<file path="src/hdl/srsw_pkg.sv">
// shared types, codes and constants for the selective-repeat sender window
// no dependencies; compiled first
package srsw_pkg;

  // fixed field widths
  localparam int SEQ_W          = 4;
  localparam int PAYLOAD_BITS   = 32;
  localparam int SEQ_MAX        = 16;
  localparam int MAX_WINDOW_DEF = 8;
  localparam int WLEN_W         = 4;
  localparam int SCNT_W         = 5;
  localparam int APB_AW         = 3;
  localparam int APB_DW         = 32;

  // operation codes
  localparam logic [1:0] OP_SEND    = 2'd0;
  localparam logic [1:0] OP_ACK     = 2'd1;
  localparam logic [1:0] OP_TIMEOUT = 2'd2;

  // result status codes
  localparam logic [2:0] ST_SENT    = 3'd0;
  localparam logic [2:0] ST_FULL    = 3'd1;
  localparam logic [2:0] ST_ACKED   = 3'd2;
  localparam logic [2:0] ST_CORRUPT = 3'd3;
  localparam logic [2:0] ST_DUP     = 3'd4;
  localparam logic [2:0] ST_RESENT  = 3'd5;
  localparam logic [2:0] ST_BAD     = 3'd6;

  // timer actions
  localparam logic [1:0] TM_NONE    = 2'd0;
  localparam logic [1:0] TM_START   = 2'd1;
  localparam logic [1:0] TM_STOP    = 2'd2;
  localparam logic [1:0] TM_RESTART = 2'd3;

  // register indexes (address bit 2)
  localparam logic CFG_WINDOW_LENGTH  = 1'b0;
  localparam logic CFG_SEQUENCE_COUNT = 1'b1;

  // register reset values
  localparam logic [WLEN_W-1:0] WLEN_RST = 4'd4;
  localparam logic [SCNT_W-1:0] SCNT_RST = 5'd8;

  typedef struct packed {
    logic [1:0]              operation;
    logic [PAYLOAD_BITS-1:0] payload;
    logic [SEQ_W-1:0]        sequence_number;
    logic                    checksum_ok;
  } srsw_req_t;

  typedef struct packed {
    logic [2:0]              status;
    logic                    transmit_valid;
    logic [SEQ_W-1:0]        transmit_seq;
    logic [PAYLOAD_BITS-1:0] transmit_payload;
    logic [1:0]              timer_action;
    logic [SEQ_W-1:0]        timer_seq;
    logic                    window_full;
    logic [SEQ_W-1:0]        window_base;
  } srsw_res_t;

  typedef struct packed {
    logic [WLEN_W-1:0] window_length;
    logic [SCNT_W-1:0] sequence_count;
  } srsw_cfg_t;

  // controller to datapath
  typedef struct packed {
    logic load;
    logic reduce;
    logic exec;
    logic slide;
    logic finish;
  } srsw_cmd_t;

  // datapath to controller
  typedef struct packed {
    logic reduce_done;
    logic go_slide;
    logic slide_done;
  } srsw_sts_t;

endpackage

</file>
<file path="src/hdl/srsw_cfg.sv">
// configuration registers behind an apb-style port
// depends on srsw_pkg
module srsw_cfg (
  input  logic                          clk_i,
  input  logic                          rst_ni,
  input  logic                          psel,
  input  logic                          penable,
  input  logic                          pwrite,
  input  logic [srsw_pkg::APB_AW-1:0]   paddr,
  input  logic [srsw_pkg::APB_DW-1:0]   pwdata,
  output logic [srsw_pkg::APB_DW-1:0]   prdata,
  output logic                          pready,
  output srsw_pkg::srsw_cfg_t           cfg_o
);
  import srsw_pkg::*;

  logic [WLEN_W-1:0] wlen_q;
  logic [SCNT_W-1:0] scnt_q;
  logic              wr_en;

  assign pready = 1'b1;
  assign wr_en  = psel & penable & pwrite & pready;

  always_ff @(posedge clk_i or negedge rst_ni) begin
    if (!rst_ni) begin
      wlen_q <= WLEN_RST;
      scnt_q <= SCNT_RST;
    end else if (wr_en) begin
      case (paddr[2])
        CFG_WINDOW_LENGTH:  wlen_q <= pwdata[WLEN_W-1:0];
        CFG_SEQUENCE_COUNT: scnt_q <= pwdata[SCNT_W-1:0];
        default: ;
      endcase
    end
  end

  always_comb begin
    case (paddr[2])
      CFG_WINDOW_LENGTH:  prdata = {{(APB_DW-WLEN_W){1'b0}}, wlen_q};
      CFG_SEQUENCE_COUNT: prdata = {{(APB_DW-SCNT_W){1'b0}}, scnt_q};
      default:            prdata = '0;
    endcase
  end

  assign cfg_o.window_length  = wlen_q;
  assign cfg_o.sequence_count = scnt_q;

endmodule

</file>
<file path="src/hdl/srsw_ctrl.sv">
// sequencing state machine: reduce, execute, slide, respond
// depends on srsw_pkg
module srsw_ctrl (
  input  logic                clk_i,
  input  logic                rst_ni,
  input  logic                start,
  output logic                busy,
  input  srsw_pkg::srsw_sts_t sts_i,
  output srsw_pkg::srsw_cmd_t cmd_o
);
  import srsw_pkg::*;

  localparam logic [2:0] S_IDLE   = 3'd0;
  localparam logic [2:0] S_REDUCE = 3'd1;
  localparam logic [2:0] S_EXEC   = 3'd2;
  localparam logic [2:0] S_SLIDE  = 3'd3;
  localparam logic [2:0] S_DONE   = 3'd4;

  logic [2:0] state_q, state_d;

  always_ff @(posedge clk_i or negedge rst_ni) begin
    if (!rst_ni) begin
      state_q <= S_IDLE;
    end else begin
      state_q <= state_d;
    end
  end

  always_comb begin
    state_d = state_q;
    cmd_o   = '0;
    case (state_q)
      S_IDLE: begin
        if (start) begin
          cmd_o.load = 1'b1;
          state_d    = S_REDUCE;
        end
      end
      S_REDUCE: begin
        cmd_o.reduce = 1'b1;
        if (sts_i.reduce_done) state_d = S_EXEC;
      end
      S_EXEC: begin
        cmd_o.exec = 1'b1;
        state_d    = sts_i.go_slide ? S_SLIDE : S_DONE;
      end
      S_SLIDE: begin
        cmd_o.slide = 1'b1;
        if (sts_i.slide_done) state_d = S_DONE;
      end
      S_DONE: begin
        cmd_o.finish = 1'b1;
        state_d      = S_IDLE;
      end
      default: begin
        state_d = S_IDLE;
      end
    endcase
  end

  assign busy = (state_q != S_IDLE);

endmodule

</file>
<file path="src/hdl/srsw_dp.sv">
// window datapath: sequence reduction, slot store, ack flags, result register
// depends on srsw_pkg
module srsw_dp #(
  parameter int MAX_WINDOW = srsw_pkg::MAX_WINDOW_DEF
) (
  input  logic                clk_i,
  input  logic                rst_ni,
  input  srsw_pkg::srsw_cfg_t cfg_i,
  input  srsw_pkg::srsw_req_t req_i,
  input  srsw_pkg::srsw_cmd_t cmd_i,
  output srsw_pkg::srsw_sts_t sts_o,
  output logic                done_o,
  output srsw_pkg::srsw_res_t res_o
);
  import srsw_pkg::*;

  localparam int OW   = $clog2(MAX_WINDOW + 1);
  localparam int SW   = (MAX_WINDOW > 1) ? $clog2(MAX_WINDOW) : 1;
  localparam int SUMW = ((SW > SEQ_W) ? SW : SEQ_W) + 1;

  // request latched at accept
  logic [1:0]              op_q;
  logic [PAYLOAD_BITS-1:0] pay_q;
  logic                    ck_q;
  logic [SEQ_W-1:0]        rseq_q, rbase_q, rnext_q;

  // window state
  logic [SEQ_W-1:0]        base_q, next_q;
  logic [OW-1:0]           occ_q;
  logic [SW-1:0]           head_q;
  logic [MAX_WINDOW-1:0]   acked_q;
  logic [2:0]              status_q;
  logic                    ack_taken_q;

  // payload memory
  logic [PAYLOAD_BITS-1:0] mem [MAX_WINDOW];
  logic [PAYLOAD_BITS-1:0] rd_q;
  logic                    mem_we;

  srsw_res_t               res_q, res_d;
  logic                    done_q;

  logic [OW-1:0]           wl_eff;
  logic [SCNT_W-1:0]       sc_eff;
  logic                    ge_seq, ge_base, ge_next;
  logic [SCNT_W-1:0]       off_sum, off_red;
  logic [SEQ_W-1:0]        offset;
  logic                    hit;
  logic [SUMW-1:0]         slot_sum, slot_red, ins_sum, ins_red;
  logic [SW-1:0]           slot, ins_slot, head_inc;
  logic                    slot_ok, slot_acked;
  logic                    send_ok;
  logic [SCNT_W-1:0]       next_sum, base_sum;
  logic [SEQ_W-1:0]        next_inc, base_inc;

  // saturated configuration
  always_comb begin
    if (cfg_i.window_length == '0) begin
      wl_eff = OW'(1);
    end else if (cfg_i.window_length > MAX_WINDOW) begin
      wl_eff = OW'(MAX_WINDOW);
    end else begin
      wl_eff = OW'(cfg_i.window_length);
    end
    if (cfg_i.sequence_count < SCNT_W'(2)) begin
      sc_eff = SCNT_W'(2);
    end else if (cfg_i.sequence_count > SCNT_W'(SEQ_MAX)) begin
      sc_eff = SCNT_W'(SEQ_MAX);
    end else begin
      sc_eff = cfg_i.sequence_count;
    end
  end

  // one subtract step per cycle for each value still at or above the modulus
  assign ge_seq  = {1'b0, rseq_q}  >= sc_eff;
  assign ge_base = {1'b0, rbase_q} >= sc_eff;
  assign ge_next = {1'b0, rnext_q} >= sc_eff;

  // distance from base, then the slot it maps to
  assign off_sum = {1'b0, rseq_q} + sc_eff - {1'b0, rbase_q};
  assign off_red = (off_sum >= sc_eff) ? (off_sum - sc_eff) : off_sum;
  assign offset  = off_red[SEQ_W-1:0];
  assign hit     = (SUMW'(offset) < SUMW'(occ_q));

  assign slot_sum   = SUMW'(head_q) + SUMW'(offset);
  assign slot_red   = (slot_sum >= SUMW'(MAX_WINDOW)) ? (slot_sum - SUMW'(MAX_WINDOW))
                                                      : slot_sum;
  assign slot_ok    = (slot_red < SUMW'(MAX_WINDOW));
  assign slot       = slot_red[SW-1:0];
  assign slot_acked = slot_ok ? acked_q[slot] : 1'b1;

  assign ins_sum  = SUMW'(head_q) + SUMW'(occ_q);
  assign ins_red  = (ins_sum >= SUMW'(MAX_WINDOW)) ? (ins_sum - SUMW'(MAX_WINDOW)) : ins_sum;
  assign ins_slot = ins_red[SW-1:0];
  assign send_ok  = (occ_q < wl_eff);

  assign head_inc = (head_q == SW'(MAX_WINDOW - 1)) ? '0 : (head_q + SW'(1));
  assign next_sum = {1'b0, rnext_q} + SCNT_W'(1);
  assign next_inc = (next_sum == sc_eff) ? '0 : next_sum[SEQ_W-1:0];
  assign base_sum = {1'b0, base_q} + SCNT_W'(1);
  assign base_inc = (base_sum == sc_eff) ? '0 : base_sum[SEQ_W-1:0];

  assign sts_o.reduce_done = !(ge_seq | ge_base | ge_next);
  assign sts_o.go_slide    = (op_q == OP_ACK) & ck_q & hit & !slot_acked;
  assign sts_o.slide_done  = (occ_q == '0) | !acked_q[head_q];

  assign mem_we = cmd_i.exec & (op_q == OP_SEND) & send_ok;

  // request and working copies
  always_ff @(posedge clk_i) begin
    if (cmd_i.load) begin
      op_q    <= req_i.operation;
      pay_q   <= req_i.payload;
      ck_q    <= req_i.checksum_ok;
      rseq_q  <= req_i.sequence_number;
      rbase_q <= base_q;
      rnext_q <= next_q;
    end else if (cmd_i.reduce) begin
      if (ge_seq)  rseq_q  <= rseq_q  - sc_eff[SEQ_W-1:0];
      if (ge_base) rbase_q <= rbase_q - sc_eff[SEQ_W-1:0];
      if (ge_next) rnext_q <= rnext_q - sc_eff[SEQ_W-1:0];
    end
  end

  // window control state
  always_ff @(posedge clk_i or negedge rst_ni) begin
    if (!rst_ni) begin
      base_q      <= '0;
      next_q      <= '0;
      occ_q       <= '0;
      head_q      <= '0;
      acked_q     <= '0;
      status_q    <= ST_BAD;
      ack_taken_q <= 1'b0;
    end else if (cmd_i.load) begin
      ack_taken_q <= 1'b0;
    end else if (cmd_i.exec) begin
      ack_taken_q <= sts_o.go_slide;
      case (op_q)
        OP_SEND: begin
          if (send_ok) begin
            acked_q[ins_slot] <= 1'b0;
            occ_q             <= occ_q + OW'(1);
            next_q            <= next_inc;
            status_q          <= ST_SENT;
          end else begin
            status_q <= ST_FULL;
          end
        end
        OP_ACK: begin
          if (!ck_q) begin
            status_q <= ST_CORRUPT;
          end else if (hit && !slot_acked) begin
            acked_q[slot] <= 1'b1;
            base_q        <= rbase_q;
            status_q      <= ST_ACKED;
          end else begin
            status_q <= ST_DUP;
          end
        end
        OP_TIMEOUT: begin
          status_q <= hit ? ST_RESENT : ST_BAD;
        end
        default: begin
          status_q <= ST_BAD;
        end
      endcase
    end else if (cmd_i.slide && !sts_o.slide_done) begin
      // pop one acknowledged slot from the head
      acked_q[head_q] <= 1'b0;
      head_q          <= head_inc;
      occ_q           <= occ_q - OW'(1);
      base_q          <= base_inc;
    end
  end

  // payload store, registered read at the addressed slot
  always_ff @(posedge clk_i) begin
    if (mem_we) mem[ins_slot] <= pay_q;
    rd_q <= mem[slot];
  end

  always_comb begin
    res_d             = '0;
    res_d.status      = status_q;
    res_d.window_full = (occ_q >= wl_eff);
    res_d.window_base = ack_taken_q ? base_q : rbase_q;
    case (status_q)
      ST_SENT: begin
        res_d.transmit_valid   = 1'b1;
        res_d.transmit_seq     = rnext_q;
        res_d.transmit_payload = pay_q;
        res_d.timer_action     = TM_START;
        res_d.timer_seq        = rnext_q;
      end
      ST_ACKED: begin
        res_d.timer_action = TM_STOP;
        res_d.timer_seq    = rseq_q;
      end
      ST_RESENT: begin
        res_d.transmit_valid   = 1'b1;
        res_d.transmit_seq     = rseq_q;
        res_d.transmit_payload = rd_q;
        res_d.timer_action     = TM_RESTART;
        res_d.timer_seq        = rseq_q;
      end
      default: begin
        res_d.timer_action = TM_NONE;
      end
    endcase
  end

  always_ff @(posedge clk_i) begin
    if (cmd_i.finish) res_q <= res_d;
  end

  always_ff @(posedge clk_i or negedge rst_ni) begin
    if (!rst_ni) begin
      done_q <= 1'b0;
    end else begin
      done_q <= cmd_i.finish;
    end
  end

  assign done_o = done_q;
  assign res_o  = res_q;

`ifndef SYNTHESIS
  // occupancy stays within the slot store
  a_occ_bound: assert property (@(posedge clk_i) disable iff (!rst_ni)
    occ_q <= OW'(MAX_WINDOW))
    else $error("occupancy beyond window store");

  // an empty window holds no stale acknowledged flags
  a_empty_clean: assert property (@(posedge clk_i) disable iff (!rst_ni)
    occ_q == '0 |-> acked_q == '0)
    else $error("acknowledged flag left in empty window");

  // each slide step removes exactly one entry
  a_slide_pop: assert property (@(posedge clk_i) disable iff (!rst_ni)
    cmd_i.slide && !sts_o.slide_done |=> occ_q == $past(occ_q) - OW'(1))
    else $error("slide step did not pop one entry");

  // nothing handed to the network carries a stray payload
  a_quiet_payload: assert property (@(posedge clk_i) disable iff (!rst_ni)
    done_q && !res_q.transmit_valid |-> res_q.transmit_payload == '0)
    else $error("payload present without transmit");
`endif

endmodule

</file>
<file path="src/hdl/selective_repeat_sender_window.sv">
// top level of the selective-repeat sender window
// depends on srsw_pkg, srsw_cfg, srsw_ctrl, srsw_dp
//
// Selective-repeat ARQ sender window. A request (start high while busy is
// low) carries one operation: send stores the payload in the next free slot,
// numbers it and asks for a timer start; ack marks an outstanding slot and
// slides the base past leading acknowledged slots; timeout resends a stored
// packet and asks for a timer restart. Exactly one result per request appears
// on res_o for a single cycle with done_o high; the receiver cannot stall it,
// so it must capture the result in that cycle. After the accepting edge a
// request first reduces the incoming, base and next sequence numbers below
// the configured modulus by subtract steps, then executes, then, for an
// accepted ack only, pops the leading acknowledged slots, and then registers
// its result; busy drops in the cycle done_o is shown, so the next request
// may be accepted then. The payload store is a MAX_WINDOW-entry memory with
// one write and one registered read port; its contents are undefined until
// written and need no clearing after reset. Registers: window_length at byte
// 0 (saturated to 1..MAX_WINDOW), sequence_count at byte 4 (saturated to
// 2..16); write them only while the block is idle.
module selective_repeat_sender_window #(
  parameter int MAX_WINDOW = srsw_pkg::MAX_WINDOW_DEF
) (
  input  logic                          clk_i,
  input  logic                          rst_ni,
  // request channel
  input  logic                          start,
  output logic                          busy,
  input  srsw_pkg::srsw_req_t           req_i,
  // result channel
  output logic                          done_o,
  output srsw_pkg::srsw_res_t           res_o,
  // configuration port
  input  logic                          psel,
  input  logic                          penable,
  input  logic                          pwrite,
  input  logic [srsw_pkg::APB_AW-1:0]   paddr,
  input  logic [srsw_pkg::APB_DW-1:0]   pwdata,
  output logic [srsw_pkg::APB_DW-1:0]   prdata,
  output logic                          pready
);
  import srsw_pkg::*;

  srsw_cfg_t cfg;
  srsw_cmd_t cmd;
  srsw_sts_t sts;
  logic      ctrl_busy;

  // register file for window length and sequence modulus
  srsw_cfg u_cfg (
    .clk_i   (clk_i),
    .rst_ni  (rst_ni),
    .psel    (psel),
    .penable (penable),
    .pwrite  (pwrite),
    .paddr   (paddr),
    .pwdata  (pwdata),
    .prdata  (prdata),
    .pready  (pready),
    .cfg_o   (cfg)
  );

  // sequencer: accept, reduce, execute, slide, respond
  srsw_ctrl u_ctrl (
    .clk_i  (clk_i),
    .rst_ni (rst_ni),
    .start  (start),
    .busy   (ctrl_busy),
    .sts_i  (sts),
    .cmd_o  (cmd)
  );

  // window state, payload memory and result register
  srsw_dp #(
    .MAX_WINDOW (MAX_WINDOW)
  ) u_dp (
    .clk_i  (clk_i),
    .rst_ni (rst_ni),
    .cfg_i  (cfg),
    .req_i  (req_i),
    .cmd_i  (cmd),
    .sts_o  (sts),
    .done_o (done_o),
    .res_o  (res_o)
  );

  assign busy = ctrl_busy;

endmodule
</file>
<file path="config.mk">
export PLATFORM = sky130hd
export DESIGN_NAME = selective_repeat_sender_window
export DESIGN_NICKNAME = d
export VERILOG_FILES = /design/src/hdl/srsw_pkg.sv /design/src/hdl/srsw_cfg.sv /design/src/hdl/srsw_ctrl.sv /design/src/hdl/srsw_dp.sv /design/src/hdl/selective_repeat_sender_window.sv
export SDC_FILE = /design/constraint.sdc
export NUM_CORES = 1
export LEC_CHECK = 0
export BUFFER_PORTS_ARGS = -buffer_cell sky130_fd_sc_hd__buf_2
export CORE_MARGIN = 2
export CORE_UTILIZATION = 40
export CTS_CLUSTER_DIAMETER = 150
export DETAILED_ROUTE_END_ITERATION = 7
export MAX_ROUTING_LAYER = met4
export PLACE_DENSITY_LB_ADDON = 0.25
export SYNTH_ARGS = -nofsm -noshare
export SYNTH_HDL_FRONTEND = slang
export SYNTH_SLANG_ARGS = --single-unit
</file>
<file path="constraint.sdc">
create_clock -name clk_i -period 17 [get_ports clk_i]
set_input_delay 1.7 -clock clk_i [delete_from_list [all_inputs] [get_ports clk_i]]
set_output_delay 1.7 -clock clk_i [all_outputs]
set_load 0.01 [all_outputs]
</file>
==> metrics.txt <==
status=completed; CTS tree=built; worst r2r path cells=23; min Tclk post-route=7.02 ns; post-route clock period utilization=41.3%; share of layout cells above drive strength 1=19.6%; Synth Area in Adders=4.16%; Core ar.=0.0440 mm^2; sequential area share after synthesis=69.2%; post-synthesis mux area share=1.70%; most frequent cells after synthesis=354 x edfxtp_1, 72 x a22o_1, 64 x a22oi_1; largest family of logic cells by synthesized area=compound AO/OA/AOI/OAI gates; NumNets Final=1464; vias in the first global route=10579; R2R Setup Slk=9.98 ns; Worst setup SP type=flip-flop; largest net degree at the start of global routing=43; Starting Density=40.3%; final hold vios=0; htree depth=2; post-cts sizing count=0; ANT nets after route=0; Hold-fix buffers, CTS=0; critical setup path kind=flip-flop to flip-flop; Max Slew Vio Count=0; Die W=215 um; CP Capture Type=flip-flop; crit path max fanout=9; largest cells by area after synthesis=edfxtp_1 60%, dfrtp_1 5.1%, dfxtp_1 3.6%; WL final=41.4 mm; hold path start=u_dp.mem[4][18]$_DFFE_PP_; Min-Delay Path Class=flip-flop to flip-flop; Max Clk Rate=0.142 GHz; vias per cell=5.45; CTS root buffer=clkbuf_16; WL per Instance=21.1 um; Pre-antenna DRT Iters=5; clock-pin slew on the worst setup and hold paths=0.06 ns; HPWL Detailed=23.5 mm; first-pass GRT wire length=63.9 mm; Synth Flop Type=edfxtp_1; RSZ-0062 raised after global routing=false; Layout Skew=0.0351 ns; Vias=10683; DRC viols=0; Post-CTS Setup Bufs=0; CTS max path bufs=3; max_cap viols=0; Synth Area in XOR/XNOR=1.33%; diodes inserted=0; # clock sinks=426; row count=77; die extent in y=215 um; Synth Instances=1214; Crit Reg-Reg Startpoint=u_cfg.scnt_q[2]$_DFFE_PN0P_; critical path startpoint=u_cfg.scnt_q[2]$_DFFE_PN0P_; synthesis-to-finish area growth=14.9%; Die ar.=0.0460 mm^2; Critical Path AT=7.48 ns; async set or reset register ratio after synthesis=9.39%; post-synth top area share=59.9%; Slew HR=22.0%; Avg Synthesized Cell Area=14.6 um^2; Yosys warning total=0; Worst Setup EP=u_dp.base_q[0]$_DFFE_PN0P_; DRT iter0 DRCs=895; worst slew pin tran=1.16 ns; GPL Wtd Cong=0.870; worst path required time=17.46 ns; FILL cells=3887; Simple-Gate Fraction of Synth Area=6.81%; Worst-Skew Late Latency=0.60 ns; Post-Syn Area=0.0177 mm^2; Setup violations, final=0; Yosys reg bits=426; CTS Buf Count=45; Crit Reg-Reg Endpoint=u_dp.base_q[0]$_DFFE_PN0P_; post-synthesis compound-gate area fraction=13.3%; total track usage=18.6%; PortBufs=108; top-count cell post-synth=edfxtp_1; total gr overflow=0; setup TNS=0 ns; Boundary Pins=166; biggest area consumer among synthesized cells=edfxtp_1; initial antenna violation count=0; Distinct cells, synth=83; Post-synth EDFFs=354
==> cell usage in the layout (no fill, tap or decap), types with 7 or more instances in the layout <==
cell type	n
dfrtp_1	36
mux2_2	16
ha_1	43
a21o_1	9
fa_1	10
clkbuf_16	45
xnor2_1	20
nand3_1	52
nand2b_1	10
clkinv_2	8
clkbuf_1	14
nor3_2	7
edfxtp_1	354
a21oi_1	46
nand2_1	49
inv_1	40
or2_2	7
xor2_1	7
nor4_1	10
buf_4	24
buf_2	108
dfxtp_1	32
a221oi_1	33
nor3_1	23
a22oi_1	64
o21ai_0	23
o31ai_1	13
conb_1	28
nor2_1	31
a22o_1	72
==> routing by layer <==
metal	global-route usage, %	share of wire (%)	vias to the layer above
met2	28.7	46	354
met1	25.1	45	5326
li1	-	-	4933
met5	-	0	-
met4	5.28	2.4	0
met3	3.83	6.4	70
==> per-stage QoR <==
step / setup slack [ns] / hold WS (ns) / util, % / area [um^2] / cells
global placement: 10.01 / 0.446 / 43.1 / 19000 / 1876
detailed placement: 9.99 / 0.454 / 43.1 / 19000 / 1876
global route: 9.48 / 0.486 / 46.3 / 20400 / 1960
finish: 9.98 / 0.467 / 46.3 / 20400 / 1960
CTS: 9.96 / 0.460 / 46.3 / 20400 / 1960
floorplan: 11.00 / 0.442 / - / 17800 / 1240
==> cell type report <==
class,instances,area [um^2],area share [%]
clock buffer,65,1260,6.19
clock inverter,19,173,0.847
inverter,42,158,0.773
multi-input combinational,684,5060,24.8
sequential,426,12300,60.2
tap,592,741,3.63
timing repair buffer,132,721,3.53
==> sequential cells by signal, indices dropped and copies added (netlist names), 5 cells and up <==
register      cells
u_dp.mem        256
u_dp.res_o       51
u_dp.pay_q       32
u_dp.rd_q        32
u_dp.acked_q      8
u_cfg.scnt_q      5
==> worst min-delay path by stage <==
stage / endpoint / slack (ns) / depth (start not counted)
final: u_dp.rd_q[18]$_DFF_P_ / 0.47 / 2
after global routing: u_dp.rd_q[18]$_DFF_P_ / 0.49 / 2
after CTS: u_dp.rd_q[18]$_DFF_P_ / 0.46 / 2
after detailed placement: u_dp.rd_q[29]$_DFF_P_ / 0.45 / 2
after global placement: u_dp.rd_q[2]$_DFF_P_ / 0.45 / 2
after floorplan: u_dp.rd_q[0]$_DFF_P_ / 0.44 / 2
==> critical path, stage by stage (launching register included) <==
cell and delay, ns:
dfrtp_1 0.49, nor2_1 0.18, nor2_1 0.07, nor2_1 0.45, fa_1 0.55, ha_1 0.34, nand3_1 0.11, and3_1 0.19
or2_1 0.16, inv_1 0.06, ha_1 0.37, o211ai_1 0.14, o21ai_1 0.36, a21oi_1 0.15, ha_1 0.23, fa_1 0.44
xor2_1 0.61, mux4_2 0.40, nor2b_1 0.14, a221oi_1 0.29, and3_1 0.33, a21boi_1 0.41, a211oi_4 0.12, mux2_4 0.32
==> logic make-up (layout without fill, tap and decap cells) <==
kind of cell | count (synthesis) | count (layout)
xor+xnor | 27 | 27
mux | 25 | 25
flops | 426 | 426
simple gates | 238 | 238
other cells | 2 | 28
fa+ha+maj | 53 | 53
compound gates | 313 | 313
buf+inv | 130 | 258
Power is not shown: default switching activity piles up to over one toggle a cycle in this logic, so the estimate is an artifact.
